`src/rtl/rlet_pkg.sv`:
```
// Shared types and codes for the route lookup block.
package rlet_pkg;

  localparam int unsigned ADDR_W = 32;

  // One stored route.
  typedef struct packed {
    logic [ADDR_W-1:0] dest;
    logic [ADDR_W-1:0] mask;
    logic [ADDR_W-1:0] if_index;
    logic [ADDR_W-1:0] metric;
    logic [ADDR_W-1:0] next_hop;
    logic              valid;
  } rlet_entry_t;

  localparam int unsigned ENTRY_W = $bits(rlet_entry_t);

  // Best route found so far during a scan.
  typedef struct packed {
    logic              have;
    logic [ADDR_W-1:0] prefix;
    logic [ADDR_W-1:0] metric;
    logic [ADDR_W-1:0] if_index;
    logic [ADDR_W-1:0] next_hop;
  } rlet_best_t;

  localparam int unsigned CFG_IDX_W = 1;

  typedef enum logic [CFG_IDX_W-1:0] {
    REG_TUNNEL_IF   = 1'b0,
    REG_ENTRY_COUNT = 1'b1
  } rlet_reg_e;

  localparam int unsigned COUNT_W = 7;
  localparam int unsigned SLOT_W  = 6;

  localparam logic REQ_WRITE  = 1'b0;
  localparam logic REQ_LOOKUP = 1'b1;

  localparam logic [ADDR_W-1:0] ALL_ONES = '1;

  typedef enum logic [2:0] {
    ST_IDLE  = 3'b001,
    ST_SCAN  = 3'b010,
    ST_DRAIN = 3'b100
  } rlet_state_e;

endpackage

```
`src/rtl/rlet_cmp.sv`:
```
// Per-entry match and preference compare, shared across the whole scan.
module rlet_cmp
  import rlet_pkg::*;
(
  input  rlet_entry_t       entry_i,
  input  logic [ADDR_W-1:0] lookup_dest_i,
  input  logic [ADDR_W-1:0] tunnel_if_i,
  input  rlet_best_t        best_i,
  output rlet_best_t        best_o
);

  logic [ADDR_W-1:0] prefix;
  logic              match;
  logic              better;

  assign prefix = lookup_dest_i & entry_i.mask;
  assign match  = entry_i.valid && (entry_i.if_index != tunnel_if_i) &&
                  ((entry_i.dest & entry_i.mask) == prefix);
  // Larger masked value wins; on a tie only a strictly lower metric replaces.
  assign better = (prefix > best_i.prefix) ||
                  ((prefix == best_i.prefix) && (entry_i.metric < best_i.metric));

  always_comb begin
    best_o = best_i;
    if (match && better) begin
      best_o.have     = 1'b1;
      best_o.prefix   = prefix;
      best_o.metric   = entry_i.metric;
      best_o.if_index = entry_i.if_index;
      best_o.next_hop = entry_i.next_hop;
    end
  end

endmodule
```
`config.mk`:
```
export PLATFORM = sky130hd
export DESIGN_NAME = rlet_cmp
export DESIGN_NICKNAME = d
export VERILOG_FILES = /design/src/rtl/rlet_pkg.sv /design/src/rtl/rlet_cmp.sv
export SDC_FILE = /design/constraint.sdc
export NUM_CORES = 1
export LEC_CHECK = 0
export ABC_AREA = 1
export ABC_CLOCK_PERIOD_IN_PS = 3870
export BUFFER_PORTS_ARGS = -buffer_cell sky130_fd_sc_hd__buf_2
export CORE_AREA = 2 2 189 191
export DETAILED_ROUTE_END_ITERATION = 12
export DIE_AREA = 0 0 191 193
export GPL_TIMING_DRIVEN = 0
export SYNTH_ARGS = -nofsm -noshare
export SYNTH_HDL_FRONTEND = slang
export SYNTH_SLANG_ARGS = --single-unit
```
`constraint.sdc`:
```
create_clock -name vclk -period 3.87
set_input_delay 0.387 -clock vclk [all_inputs]
set_output_delay 0.387 -clock vclk [all_outputs]
set_load 0.05 [all_outputs]
```
==> run summary, run 1 <==
Run status: finished, final reports clean
Synth warn: 0
Hold Slack: 1.16 ns
First-pass GRT wire length: 37500 um
Post-DP HPWL: 24000 um
Slowest stage delay, CP: 0.41 ns
Max-cap violation count: 0
Sequential cells: 0
Post-route insts no fill: 1922
Io pins: 483
Routed vias: 7955
WL/cell: 14.0 um
CTS Hold Buffers Added: 0
CP arrival: 2.97 ns
Top delay family on crit path: buffers and inverters
Tmin final: 3.36 ns
Maximum VDD drop: 0.0000449 V
Core ar.: 35000 um^2
F_max: 0.297 GHz
Pwr dens: 114 nW/um^2
# fillers: 4099
Row count: 69
Pins Over Slew Limit: 0
Leak pwr: 5.20 nW
Worst-path fanout max: 11
Routed WL: 26900 um
Yosys top cell area share: 31.9%
Min-Delay Path Class: in -> out
Post-CTS setup buffer count: 0
Routed vias/inst: 4.14
Die H: 193 um
Proportion of layout cells with a drive suffix above 1: 36.4%
Total grt overflow: 0
Seq/Total Area, Yosys: 0%
Syn nets: 1394
Final hold viol count: 0
Die area: 36900 um^2
Remaining DRCs: 0
Startpoint types: primary input
Max stage delay cell, worst path: clkbuf_2
Final setup vio count: 0
Die Width: 191 um
Inst Count DP: 1921
Initial core utilization: 14.0%
WS Path Type: in -> out
Vias in the first global route: 6985
Initial antenna violation count: 1
Largest net degree at the start of global routing: 11
Net count, final: 1879
Synth Cell Area: 4890 um^2
Dpl ws: -0.0600 ns
Syn avg cell area: 5.01 um^2
Initial DRC Count: 438
Power Total: 0.899 mW
FF/Latch Area: 0 um^2
Crit path buf inv count: 4
Worst setup margin: 0.508 ns
CP cell instances: buf_2 > ha_1 > a21oi_1 > o21ai_0 > a21oi_1 > a21boi_0 > nand2_1 > nand2_1 > clkbuf_2 > buf_2 > nand3_1 > nand2_1 > buf_2
Worst slew margin: 64.7%
IO buf count: 483
Commonest cells post-synth: nand2_1, nand3_1, inv_1
P&R area growth vs syn: 61.3%
Synth top area cells: nand2_1, nand3_1, ha_1
Cells after synthesis: 977
Routed Antenna Nets: 0
TritonRoute pass-1 iters: 6
Routability Congestion: 0.951
Worst Path Required: 3.48 ns
Clock buffer cells: 0
Count leader, synth: nand2_1
Area leader, netlist: nand2_1
Yosys cell types: 27
Critical path endpoint category: primary output
RSZ-0062 raised after global routing: no
Gr usage total: 12.9%
Worst Tran Pin Value: 0.530 ns
Tcrit/Tclk final: 86.9%
==> kinds of logic after synthesis <==
logic type	count (synthesis)	share of synthesized area [%]
xor gates and xnor gates	33	5.91
and+or+nand+nor	650	55.5
AOI/OAI and AO/OA	49	5.30
adders and majority gates	63	16.1
buffers and inverters	182	17.2
==> stage by stage <==
step	util [%]	area, um^2	TNS, ns
2_1_floorplan	-	4890	0
4_1_cts	22.6	7890	0
3_5_place_dp	22.6	7890	-0.242
5_1_grt	22.6	7890	0
6_report	22.6	7890	0
3_3_place_gp	22.6	7890	-0.496
==> what timing repair did <==
item | 4_1_cts | 5_1_grt
endpoints found under the setup margin | 27 | 0
hold endpoints to repair | 0 | 0
resized for setup | 1 | 0
==> report_power, final <==
group / internal, mW / leakage (nW) / switching (mW)
combinational: 0.316 / 5.20 / 0.583
clock: -0.000000000000000345 / 0.00000941 / 0
sequential: 0 / 0 / 0
total: 0.316 / 5.20 / 0.583
==> layer usage <==
metal	up-vias	global-route usage [%]	wire length [um]
li1	4033	-	-
met1	3543	18.5	12100
met2	353	22.1	12600
met3	26	1.05	1980
met4	0	0.835	216
met5	-	0	0
==> cell type report <==
type	instances	area (um^2)	area share, %
Timing Repair Buffer	483	2420	30.6
Multi-Input combinational cell	795	4050	51.4
Buffer	42	315	4.00
Antenna cell	1	2.50	0.0317
Tap cell	461	577	7.31
Inverter	140	526	6.66
==> cells in the final DEF, fill, tap and decap left out, types with 2 or more instances in the layout <==
master,netlist,layout
buf_4,15,15
a21oi_1,31,31
nand2_1,416,416
ha_1,63,63
o22ai_1,3,3
nor3_1,2,2
nand3_1,168,168
o21a_1,2,2
nand3b_1,7,7
xnor2_1,32,32
or2_2,2,2
o21ai_0,11,11
inv_1,138,138
buf_6,11,11
buf_2,14,497
inv_2,2,2
nor2_1,45,45
nand4_1,5,5
==> final timing paths <==
check / slack (ns) / cells after the start / to / startpoint
setup / recovery: 0.51 / 13 / best_o[55] / entry_i[64]
hold / removal: 1.16 / 4 / best_o[128] / best_i[128]
==> tightest hold or removal path: stages <==
cell     delay, ns
buf_2         0.09
inv_1         0.04
nand2_1       0.04
buf_2         0.20
(Power assumes the default switching activity.)
==> inputs of run 2 (changes only) <==
ABC_CLOCK_PERIOD_IN_PS = 3400   (was 3870)
CELL_PAD_IN_SITES_DETAIL_PLACEMENT = 0   (was default)
CELL_PAD_IN_SITES_GLOBAL_PLACEMENT = 2   (was default)
PLACE_DENSITY_LB_ADDON = 0.1   (was default)
RECOVER_POWER = 50   (was default)
clock period = 3.4 ns   (was 3.87 ns; I/O delays follow)
==> run summary, run 2 (synthesis results as in run 1) <==
Max-cap violation count: 0 (unchanged)
Routed WL: 31500 um (+17%)
Tmin final: 3.15 ns
Net count, final: 1879 (unchanged)
TritonRoute pass-1 iters: 4 (-2)
Remaining DRCs: 0 (unchanged)
Initial core utilization: 14.0% (unchanged)
WS Path Type: in -> out
Min-Delay Path Class: in -> out
Critical path endpoint category: primary output
FF/Latch Area: 0 um^2 (unchanged)
Largest net degree at the start of global routing: 11 (unchanged)
Die Width: 191 um (unchanged)
Worst Tran Pin Value: 0.333 ns (-0.197 ns)
Die H: 193 um (unchanged)
P&R area growth vs syn: 62.4%
Leak pwr: 5.23 nW (+0.49%)
Commonest non-fill, non-tap cells in the layout: buf_2, nand2_1, nand3_1
Inst Count DP: 1921 (unchanged)
Footprint of the multi-input gates: 4060 um^2 (+0.12%)
Post-route insts no fill: 1927 (+0.26%)
Post-CTS setup buffer count: 0 (unchanged)
Worst setup margin: 0.249 ns (-0.259 ns)
Sequential cells: 0 (unchanged)
Io pins: 483 (unchanged)
RSZ-0062 raised after global routing: no
Total grt overflow: 0 (unchanged)
Hold path start: best_i[63]
Worst Path Required: 3.06 ns (-0.42 ns)
Maximum VDD drop: 0.0000412 V (-8.2%)
Pins Over Slew Limit: 0 (unchanged)
Final Util: 22.7% (+0.16 points)
Worst-path fanout max: 10 (-1)
IO buf count: 483 (unchanged)
Startpoint types: primary input
Hold Slack: 1.07 ns (-0.0899 ns)
Worst slew margin: 77.6% (+13 points)
Power Total: 1.01 mW (+13%)
Core ar.: 35000 um^2 (unchanged)
Post-route setup TNS: 0 ns (unchanged)
Placed cell areas: 7890 um^2 (unchanged)
Hold Path Cell Cnt: 4 (unchanged)
Routed Antenna Nets: 0 (unchanged)
Initial DRC Count: 278 (-37%)
Proportion of layout cells with a drive suffix above 1: 36.6% (+0.21 points)
Final instance area: 7940 um^2 (+0.70%)
Routed vias: 7561 (-5.0%)
Routability Congestion: 0.766 (-19%)
CP arrival: 2.81 ns (-0.16 ns)
Row count: 69 (unchanged)
Initial antenna violation count: 11 (+10)
Sink of the worst hold path: best_o[63]
# fillers: 4249 (+3.7%)
Routed vias/inst: 3.92 (-5.2%)
Dpl ws: -0.283 ns (-0.223 ns)
F_max: 0.317 GHz
Final setup vio count: 0 (unchanged)
Tcrit/Tclk final: 92.7%
Post-DP HPWL: 28300 um (+18%)
Gr usage total: 15.7% (+2.8 points)
Vias in the first global route: 7382 (+5.7%)
CTS Hold Buffers Added: 0 (unchanged)
Run status: finished, final reports clean
Commonest non-fill, non-tap cell in the layout: buf_2
First-pass GRT wire length: 44500 um (+19%)
Final hold viol count: 0 (unchanged)
Pwr dens: 128 nW/um^2 (+12%)
Clock buffer cells: 0 (unchanged)
WL/cell: 16.4 um (+17%)
Die area: 36900 um^2 (unchanged)
==> run 2: critical path, cell delays in order <==
cell and delay, ns:
buf_2 0.11, nand2_1 0.13, inv_1 0.10, ha_1 0.30, nand2_1 0.08, nor2_2 0.20
nand3_1 0.10, nor2_1 0.14, nand2_1 0.07, nand3_1 0.08, a21oi_1 0.06, nor2_2 0.18
buf_6 0.22, buf_4 0.20, nand3_1 0.09, nand2_1 0.11, buf_2 0.28
==> run 2: metal layers <==
metal / routed length (um) / part of all wire, % / up-vias / global-route usage, %
met2: 15800 / 50 / 242 / 29.2
met5: 58 / 0.18 / - / 0
li1: - / - / 4040 / -
met4: 171 / 0.54 / 10 / 0.775
met3: 2320 / 7.4 / 16 / 3.20
met1: 13100 / 42 / 3253 / 19.6
==> run 2: power breakdown <==
part | total [mW] | switching (mW) | internal [mW]
Combinational | 1.01 | 0.654 | 0.360
Sequential | 0 | 0 | 0
Clock | 0.000000236 | 0 | 0.000000236
Total | 1.01 | 0.654 | 0.360
==> run 2: layout make-up <==
type | instances | share of cell area [%]
Buffer | 42 | 4.16
Antenna cell | 6 | 0.189
Inverter | 140 | 6.62
Multi-Input combinational cell | 795 | 51.1
Timing Repair Buffer | 483 | 30.7
Tap cell | 461 | 7.26
==> run 2: timing repair <==
action	in CTS	in global routing
setup endpoints to repair	100	120
resized for setup	1	22
gates cloned	0	0
hold endpoints to repair	0	0
pin swaps	0	1
==> run 2: worst max-delay path by stage <==
stage | startpoint | endpoint | slack (ns)
global placement | entry_i[62] | best_o[55] | -0.25
floorplan | lookup_dest_i[31] | best_o[100] | 0.86
global route | entry_i[128] | best_o[38] | 0.003
finish | entry_i[128] | best_o[25] | 0.25
CTS | entry_i[128] | best_o[55] | 0.03
detailed placement | best_i[71] | best_o[55] | -0.28
